File: src/rtl/pba_pkg.sv
// ----------------------------------------------------------------------------
// pba_pkg
// types, constants and helper functions of the page bitmap allocator
// ----------------------------------------------------------------------------
`default_nettype none

package pba_pkg;

    localparam int MAP_WORDS     = 1024;
    localparam int BITS_PER_WORD = 32;
    localparam int BIT_W         = $clog2(BITS_PER_WORD);
    localparam int MAP_AW        = $clog2(MAP_WORDS);
    localparam int PAGE_W        = MAP_AW + BIT_W;
    localparam int PAGE_SHIFT    = 12;
    localparam int ADDR_W        = 32;
    localparam int PG_NUM_W      = ADDR_W + 1 - PAGE_SHIFT;
    localparam int WSEL_W        = PG_NUM_W - BIT_W;
    localparam int CFG_W         = 20;
    localparam int CFG_IDX_W     = 1;
    localparam int OP_W          = 3;

    localparam int LOW_START_PAGE    = 'h00;
    localparam int NORMAL_START_PAGE = 'h100;

    localparam logic [BITS_PER_WORD-1:0] WORD_ONES = {BITS_PER_WORD{1'b1}};
    localparam logic [MAP_AW-1:0] LAST_WORD = MAP_AW'(MAP_WORDS - 1);
    localparam logic [MAP_AW-1:0] LOW_START_WORD =
        MAP_AW'(LOW_START_PAGE / BITS_PER_WORD);
    localparam logic [MAP_AW-1:0] NORMAL_START_WORD =
        MAP_AW'(NORMAL_START_PAGE / BITS_PER_WORD);

    localparam logic [CFG_IDX_W-1:0] CFG_PROT_FIRST = 1'b0;
    localparam logic [CFG_IDX_W-1:0] CFG_PROT_LAST  = 1'b1;

    typedef enum logic [OP_W-1:0] {
        OP_ALLOC_LOW    = 3'd0,
        OP_ALLOC_NORMAL = 3'd1,
        OP_FREE_PAGE    = 3'd2,
        OP_FREE_REGION  = 3'd3,
        OP_LOCK_REGION  = 3'd4
    } t_op;

    typedef enum logic [2:0] {
        S_CLEAR,
        S_IDLE,
        S_SETUP,
        S_RD,
        S_MOD
    } t_state;

    // control from the sequencer to the word update unit
    typedef struct packed {
        logic                is_alloc;
        logic                is_lock;
        logic [MAP_AW-1:0]   word;
        logic [PG_NUM_W-1:0] lo;
        logic [PG_NUM_W-1:0] hi;
        logic [CFG_W-1:0]    prot_first;
        logic [CFG_W-1:0]    prot_last;
    } t_upd_ctrl;

    typedef struct packed {
        logic [BITS_PER_WORD-1:0] wdata;
        logic                     full;
        logic [BIT_W-1:0]         bit_idx;
    } t_upd_res;

    // bits of word w whose page p satisfies lo <= p <= hi
    function automatic logic [BITS_PER_WORD-1:0] range_mask(
        input logic [MAP_AW-1:0]   w,
        input logic [PG_NUM_W-1:0] lo,
        input logic [PG_NUM_W-1:0] hi
    );
        logic [WSEL_W-1:0]        ww;
        logic [BITS_PER_WORD-1:0] ge;
        logic [BITS_PER_WORD-1:0] le;
        ww = {{(WSEL_W - MAP_AW){1'b0}}, w};
        if (lo[PG_NUM_W-1:BIT_W] < ww) begin
            ge = WORD_ONES;
        end else if (lo[PG_NUM_W-1:BIT_W] == ww) begin
            ge = WORD_ONES << lo[BIT_W-1:0];
        end else begin
            ge = '0;
        end
        if (hi[PG_NUM_W-1:BIT_W] > ww) begin
            le = WORD_ONES;
        end else if (hi[PG_NUM_W-1:BIT_W] == ww) begin
            le = WORD_ONES >> (BIT_W'(BITS_PER_WORD - 1) - hi[BIT_W-1:0]);
        end else begin
            le = '0;
        end
        return ge & le;
    endfunction

    // index of the lowest clear bit, top index when none is clear
    function automatic logic [BIT_W-1:0] lowest_zero(
        input logic [BITS_PER_WORD-1:0] word
    );
        logic [BIT_W-1:0] idx;
        idx = BIT_W'(BITS_PER_WORD - 1);
        for (int i = BITS_PER_WORD - 1; i >= 0; i--) begin
            if (!word[i]) begin
                idx = BIT_W'(i);
            end
        end
        return idx;
    endfunction

endpackage

`default_nettype wire

File: src/rtl/pba_word_update.sv
// ----------------------------------------------------------------------------
// pba_word_update
// modify step of one bitmap word: alloc bit pick, region free and lock masks
// ----------------------------------------------------------------------------
`default_nettype none

module pba_word_update
    import pba_pkg::*;
(
    input  wire t_upd_ctrl                      i_ctrl,
    input  wire logic [BITS_PER_WORD-1:0]       i_rdata,
    output t_upd_res                            o_res
);

    logic [BITS_PER_WORD-1:0] range_bits;
    logic [BITS_PER_WORD-1:0] win_bits;
    logic [BIT_W-1:0]         free_idx;

    always_comb begin
        range_bits = range_mask(i_ctrl.word, i_ctrl.lo, i_ctrl.hi);
        win_bits   = range_mask(i_ctrl.word, {1'b0, i_ctrl.prot_first},
                                {1'b0, i_ctrl.prot_last});
        free_idx   = lowest_zero(i_rdata);

        o_res.full    = (i_rdata == WORD_ONES);
        o_res.bit_idx = free_idx;
        if (i_ctrl.is_alloc) begin
            o_res.wdata = i_rdata | (BITS_PER_WORD'(1) << free_idx);
        end else if (i_ctrl.is_lock) begin
            o_res.wdata = i_rdata | range_bits;
        end else begin
            // protected window pages are never released
            o_res.wdata = i_rdata & ~(range_bits & ~win_bits);
        end
    end

endmodule

`default_nettype wire

File: config.mk
export PLATFORM = sky130hd
export DESIGN_NAME = pba_word_update
export DESIGN_NICKNAME = d
export VERILOG_FILES = /design/src/rtl/pba_pkg.sv /design/src/rtl/pba_word_update.sv
export SDC_FILE = /design/constraint.sdc
export NUM_CORES = 1
export LEC_CHECK = 0
export ABC_CLOCK_PERIOD_IN_PS = 6200
export BUFFER_PORTS_ARGS = -buffer_cell sky130_fd_sc_hd__buf_2
export CAP_MARGIN = 5
export CELL_PAD_IN_SITES_DETAIL_PLACEMENT = 1
export CELL_PAD_IN_SITES_GLOBAL_PLACEMENT = 1
export CORE_UTILIZATION = 34
export DETAILED_ROUTE_END_ITERATION = 16
export PLACE_DENSITY = 0.87
export RECOVER_POWER = 50
export SETUP_SLACK_MARGIN = 0.15
export SYNTH_ARGS = -nofsm -noshare
export SYNTH_HDL_FRONTEND = slang
export SYNTH_SLANG_ARGS = --single-unit
File: constraint.sdc
create_clock -name vclk -period 6.2
set_input_delay 1.86 -clock vclk [all_inputs]
set_output_delay 1.86 -clock vclk [all_outputs]
set_load 0.02 [all_outputs]
-- Word level (Yosys, flattened, before mapping)
Index checks and enable logic that the tools add are counted.
- bits in registers: 0
- input port bits: 126
- output and inout port bits: 38
- logic and storage cells: 65
- $add $sub $neg: 2
- $lt $le $gt $ge: 4
- eq/ne operators: 5
- shift operators: 5
- mux-type cells: 41
- bitwise logic cells: 8
- operators with widths (operator ; number):
    $mux W32 ; 10
    $mux W5 ; 30
    $and A32 B32 Y32 ; 4
    $not A32 Y32 ; 2
    $or A32 B32 Y32 ; 2
    $shl A32 B5 Y32 const A ; 2
    $shr A32 B5 Y32 const A ; 2
    $eq A16 B10 Y1 ; 2
    $eq A32 B32 Y1 const B ; 1
    $shl A1 B5 Y32 const A ; 1
    $eq A15 B10 Y1 ; 2
    $gt A16 B10 Y1 ; 1
    $lt A16 B10 Y1 ; 1
    $gt A15 B10 Y1 ; 1
    $lt A15 B10 Y1 ; 1
    $sub A5 B5 Y5 const A ; 2
    $mux W1 ; 1

-- Longest topological paths before layout
Gate-level depths: netlist of the first run.
- word-level depth: 34
- depth in mapped cells: 12
- depth with buffers taken out: 10

-- Worst setup path after synthesis of the first run
OpenSTA, ideal clock, no wires.
- kind: input port to output port
- start: input port i_ctrl[87] (netlist name)
- end: output port o_res[24] (netlist name)
- arrival time: 4.096 ns
- required time: 4.340 ns
- setup slack: 0.244 ns
- stages: 10
- path buffers: 1
- cells stage by stage: inv_1 -> ha_1 -> nor4bb_1 -> nand4_1 -> nor2_1 -> or3_1 -> clkbuf_1 -> nor3_1 -> a21boi_0 -> o21ai_0
- RTL lines (item ; line ; text):
    from (decl) ; pba_word_update.sv:10 ; input wire t_upd_ctrl i_ctrl,
    to (decl) ; pba_word_update.sv:12 ; output t_upd_res o_res

==> results of run 1 <==
[repair_timing]
item | in CTS | in global routing
cloned | 0 | 2
resized for setup | 39 | 138
pin swaps | 12 | 32
setup endpoints to repair | 32 | 32
buffers inserted | 6 | 18
[cells in the mapped netlist, drive strengths merged (3+ instances only)]
| cell type | n | area [um^2] |
|---|---|---|
| nand4 | 26 | 163 |
| a21oi | 66 | 334 |
| nand3b | 4 | 30.0 |
| o211a | 4 | 40.0 |
| nand3 | 19 | 95.1 |
| a211oi | 36 | 285 |
| a31oi | 19 | 119 |
| a211o | 4 | 35.0 |
| a21o | 9 | 67.6 |
| a21boi | 5 | 37.5 |
| or2 | 9 | 56.3 |
| nor2b | 8 | 50.1 |
| nand2b | 6 | 40.0 |
| nor2 | 44 | 175 |
| o21a | 9 | 67.6 |
| a32oi | 4 | 35.0 |
| a22oi | 4 | 30.0 |
| ha | 40 | 500 |
| clkbuf | 19 | 71.3 |
| nor3 | 25 | 151 |
| nor4 | 9 | 68.8 |
| o2111ai | 7 | 61.3 |
| inv | 31 | 116 |
| or4 | 3 | 26.3 |
| a311oi | 4 | 47.6 |
| and4 | 4 | 35.0 |
| and3 | 6 | 37.5 |
| o21ai | 45 | 225 |
| buf | 12 | 86.3 |
| and2 | 11 | 68.8 |
| mux2i | 5 | 50.1 |
| nand2 | 49 | 184 |
| or3 | 10 | 67.6 |
| o21bai | 3 | 22.5 |
| o221ai | 3 | 26.3 |
| o31ai | 5 | 37.5 |
[final cells by class]
class / instances / area share [%]
inverters: 33 / 2.07
multi-input cells: 530 / 66.4
well taps: 140 / 2.86
repair buffers: 265 / 28.7
[stage by stage]
step	hold slack (ps)	utilization, %	total power [uW]	setup TNS (ps)
floorplan	3880	-	140	0
finish	4160	56.7	341	-190
CTS	4130	50.0	285	0
global placement	4120	48.3	266	-132
global route	4160	56.7	358	-575
detailed placement	4130	48.3	275	-383
[placed cells by master, fill, tap and decap left out, types with 5 or more instances in the layout]
| cell type | synthesis | layout |
|---|---|---|
| nand4_1 | 26 | 26 |
| nor3_1 | 21 | 13 |
| mux2i_1 | 5 | 5 |
| clkbuf_1 | 19 | 7 |
| buf_4 | 3 | 102 |
| nor2_2 | 1 | 7 |
| a31oi_1 | 19 | 18 |
| a21oi_2 | 1 | 9 |
| ha_4 | 0 | 7 |
| o21a_1 | 9 | 9 |
| and3_1 | 6 | 5 |
| nand3_1 | 19 | 18 |
| nor4_1 | 7 | 5 |
| nor2_1 | 42 | 33 |
| inv_1 | 31 | 25 |
| o21ai_0 | 42 | 33 |
| a21o_1 | 9 | 9 |
| or2_2 | 7 | 5 |
| inv_2 | 0 | 5 |
| or3_4 | 1 | 7 |
| a211oi_2 | 3 | 18 |
| buf_2 | 6 | 130 |
| nand2_1 | 49 | 48 |
| and2_1 | 11 | 10 |
| nor3_2 | 3 | 9 |
| buf_6 | 3 | 20 |
| a211oi_1 | 33 | 17 |
| a21oi_1 | 65 | 55 |
| o21ai_1 | 3 | 10 |
| ha_1 | 40 | 33 |
| nor2b_1 | 8 | 7 |
| o2111ai_1 | 7 | 5 |
[cells by family (layout without fill, tap and decap cells)]
kind of cell | Yosys count | in the layout
mux | 6 | 6
simple gates | 240 | 241
buf+inv | 64 | 298
fa+ha+maj | 40 | 40
compound gates | 243 | 243
[layer usage]
layer	track usage, %	part of all wire (%)	vias up
met4	13.3	5.3	0
li1	-	-	2792
met5	0	0	-
met3	6.81	9.1	117
met2	63.4	47	426
met1	48.5	39	3077
[power by group through the flow]
stage                     Combinational (uW)  Clock (uW)  Sequential [uW]
final                                    341           0                0
after global routing                     358           0                0
after CTS                                285           0                0
after detailed placement                 275           0                0
after global placement                   266           0                0
after floorplan                          140           0                0
[worst max path at each step]
stage,cells past startpoint,end,slack (ps),from
2_1_floorplan,10,o_res[24],240,i_ctrl[87]
3_3_place_gp,13,o_res[18],-80,i_ctrl[87]
3_5_place_dp,13,o_res[18],-80,i_ctrl[87]
4_1_cts,11,o_res[20],110,i_ctrl[87]
5_1_grt,14,o_res[34],-130,i_ctrl[90]
6_report,12,o_res[10],-80,i_ctrl[90]
[critical path, delay by kind of cell]
family / cells / cell delay, ps
buffers and inverters: 4 / 570
adders and majority gates: 1 / 330
AOI/OAI and AO/OA: 2 / 380
and+or+nand+nor: 5 / 1290
==> results_dict.tcl, run 1 <==
set metrics [dict create \
    outcome "finished with violations" \
    violations "negative setup slack" \
    wl_per_cell_um 26.3 \
    setup.worst_path.start_class "primary input" \
    regArea_um2 0 \
    path_cells "buf_2 > inv_1 > ha_1 > and4_4 > nand3_2 > or3_4 > nor4_1 > buf_4 > nor4_1 > a211oi_1 > a31oi_1 > buf_4" \
    synth_compound_area_share_pct 42.8 \
    fmax_ghz 0.159 \
    stdcell_count 968 \
    min-delay-start "i_rdata[5]" \
    combPwrFrac_pct 100.0 \
    vias 6412 \
    viasPerCell 6.62 \
    yosysWarnings 0 \
    drc 0 \
    die_h_um 107 \
    cp_max_fo 4 \
    dp.cells 942 \
    critical_path_class "primary input to output pin" \
    min-delay-path-class "primary input to output pin" \
    grt_remaining_overflow 0 \
    worst-slew-pin-transition_ps 595 \
    syn_nets 759 \
    cts_hold_repair.buffers 0 \
    grt_pass1_vias 6114 \
    clkPwrFrac_pct 0 \
    grt_max_degree 26 \
    ir_worst_vdd_v 0.0000305 \
    track_usage_pct 37.9 \
    crit_required_ps 4340 \
    core.rowCount 38 \
    globalplace.congestion 0.998 \
    seq_cell_count 0 \
    drt_iter0_drc 745 \
    rsz0062_at_grt "yes" \
    synthCells 593 \
    maxCapViolCount 0 \
    synth_top_family_by_area "compound AO/OA/AOI/OAI gates" \
    wirelength_mm 25.5 \
    yosys.area_share.simple_pct 34.8 \
    nets 996 \
    switchingPower_uw 209 \
    period_minus_slack_ps 6280 \
    power_per_cell_area_nw_per_um2 55.8 \
    ys_types 69 \
    die_w_um 107 \
    hold-path-endpoint "o_res[11]" \
    setup_viol 6 \
    hold_depth 4 \
    cp.arrival_ps 4420 \
    cp_slowest_cell "or3_4" \
    seq_power_share_pct 0 \
    slowest_delay_ps 440 \
    final_layout_size_suffix_gt1_share_pct 45.3 \
    hold_viol 0 \
    p_int_uw 132 \
    area_delta_synth_final_pct 62.5 \
    synth_xor_xnor_area_share_pct 0 \
    multi_input_area_um2 4060 \
    setup_ws_ps -84.9 \
    dieArea_um2 11500 \
    dpl.hpwl_mm 18.4 \
    synth_mux_area_share_pct 1.63 \
    final_cell_area_um2 6110 \
    ys_seq_area_share_pct 0 \
    p_leak_uw 0.00264 \
    syn_area_per_cell_um2 6.35 \
    n_clock_buffer 0 \
    ant_nets 0 \
    grt_antenna_before_repair 0 \
    ios 164 \
    post-place-ws_ps -79.7 \
    n_fill_cell 1440 \
    end_kind "output pin" \
    final_max_slew_viol_count 0 \
    grt_pass1_wl_mm 33.6 \
    portBuffers 164 \
    yosys.area_share.adder_pct 13.3 \
    core_area_um2 10800 \
    switching_share_pct 61.3 \
    initial_core_util_pct 34.9 \
    syn_area_um2 3760 \
    firstDrtPassIters 5 \
    finalCritPeriodShare_pct 101 \
    place_area_um2 5210 \
    slew_headroom_pct 60.0 \
    diodes 0 \
]
Power figures use the tool's default switching activity.
==> run 2: changes to the inputs <==
--- a/config.mk
+++ b/config.mk
@@ -12,6 +12,7 @@
 export CELL_PAD_IN_SITES_GLOBAL_PLACEMENT = 1
 export CORE_UTILIZATION = 34
 export DETAILED_ROUTE_END_ITERATION = 16
+export MAX_ROUTING_LAYER = met4
 export PLACE_DENSITY = 0.87
 export RECOVER_POWER = 50
 export SETUP_SLACK_MARGIN = 0.15
==> run 2 against run 1 <==
  * The run still ends with negative setup slack left
  * Sequential share of layout area unchanged
  * Non-clock buffer count down 7
  * Flip-flop and latch count unchanged
  * Power up 5.3%
  * Combinational power up 5%
  * Critical path type unchanged
  * Largest power group unchanged
==> results_dict.tcl, run 2 (same netlist as run 1, synthesis figures left out) <==
set metrics [dict create \
    grt_pass1_wl_mm 34.9 \
    final_max_slew_viol_count 0 \
    min-delay-path-class "primary input to output pin" \
    hold_viol 0 \
    hold_ws_ps 4150 \
    worst-slew-pin-transition_ps 710 \
    n_clock_buffer 0 \
    initial_core_util_pct 34.9 \
    wirelength_mm 26.9 \
    p_leak_uw 0.00262 \
    finalSetupTns_ps -1310 \
    end_kind "output pin" \
    hold_depth 4 \
    min-delay-start "i_rdata[18]" \
    setup.worst_path.start_class "primary input" \
    core.rowCount 38 \
    grt_pass1_vias 6354 \
    setup_viol 20 \
    drc 0 \
    grt_remaining_overflow 0 \
    layout_common_cells "132 x buf_2, 94 x buf_4, 55 x a21oi_1, 48 x nand2_1, 37 x o21ai_0" \
    outcome "finished with violations" \
    crit_required_ps 4340 \
    setup_ws_ps -153 \
    final_common_cell "buf_2" \
    finalCritPeriodShare_pct 102 \
    ir_worst_vdd_v 0.0000319 \
    viasPerCell 6.99 \
    fin_util_pct 58.1 \
    period_minus_slack_ps 6350 \
    area_delta_synth_final_pct 66.7 \
    dp.cells 945 \
    power_per_cell_area_nw_per_um2 57.2 \
    nets 989 \
    wl_per_cell_um 28.0 \
    slew_headroom_pct 52.2 \
    stdcell_count 962 \
    globalplace.congestion 1.05 \
    dieArea_um2 11500 \
    cp.arrival_ps 4490 \
    track_usage_pct 40.4 \
    rsz0062_at_grt "yes" \
    cp_max_fo 9 \
    violations "negative setup slack" \
    drt_iter0_drc 738 \
    ant_nets 0 \
    vias 6720 \
    grt_max_degree 20 \
    ios 164 \
    cts_hold_repair.buffers 0 \
    firstDrtPassIters 7 \
    die_h_um 107 \
    critical_path_class "primary input to output pin" \
    portBuffers 164 \
    total_power_uw 359 \
    regArea_um2 0 \
    die_w_um 107 \
    final_layout_size_suffix_gt1_share_pct 47.9 \
    hold-path-endpoint "o_res[24]" \
    fmax_ghz 0.157 \
    core_area_um2 10800 \
    maxCapViolCount 0 \
    grt_antenna_before_repair 1 \
    dpl.hpwl_mm 18.6 \
    seq_cell_count 0 \
]
run 2: changes by cell type in the layout (fill, tap and decap cells not counted), sizes merged:
cell and change:
diode +1, clkbuf -3, buf -4, inv -1, clkinvlp +1
run 2: final cells by class:
class	instances	area (um^2)
repair buffers	258	1700
multi-input cells	530	4270
fillers	1441	4520
inverters	33	128
well taps	140	175
diodes	1	2.50
run 2: worst max-delay path, cell delays in order:
cell and delay [ps]:
buf_2 110, inv_2 120, ha_1 300, a2111oi_2 430, a211o_1 230, and3_4 190, buf_6 150, buf_6 150
a21oi_1 70, a21oi_1 230, a221oi_1 140, a31oi_1 300, buf_4 210
run 2: worst max path at each step:
stage               cells past startpoint         to       start  slack (ps)
finish                                 13  o_res[34]  i_ctrl[87]        -150
global route                           13   o_res[7]  i_ctrl[85]        -160
CTS                                    12   o_res[7]  i_ctrl[91]          80
detailed placement                     13   o_res[7]  i_ctrl[87]        -100
global placement                       12  o_res[36]  i_ctrl[81]        -150
floorplan                              10  o_res[24]  i_ctrl[87]         240
run 2: layer usage:
layer  track usage, %  up-vias  wire, um
li1                 -     2775         -
met1             49.7     3202      9940
met2             65.8      543     12300
met3             6.63      200      2620
met4             15.9        0      2090
met5                -        -         0
run 2: stage by stage:
stage                     setup WS [ps]  instance area (um^2)
final                              -153                  6270
after detailed placement           -101                  5210
after floorplan                     244                  3760
after CTS                          84.6                  5460
after global placement             -149                  5210
after global routing               -158                  6270
run 2: report_power, final:
group	internal [uW]	total, uW	switching, uW
registers	0	0	0
logic	138	359	221
clock network	0.0000216	0.0000216	0
total	138	359	221
run 2: repair_timing:
| action | CTS | global route |
|---|---|---|
| gates cloned | 0 | 1 |
| buffers inserted | 6 | 9 |
| pin swaps | 19 | 55 |
| resized for setup | 45 | 153 |
| endpoints found under the setup margin | 32 | 32 |
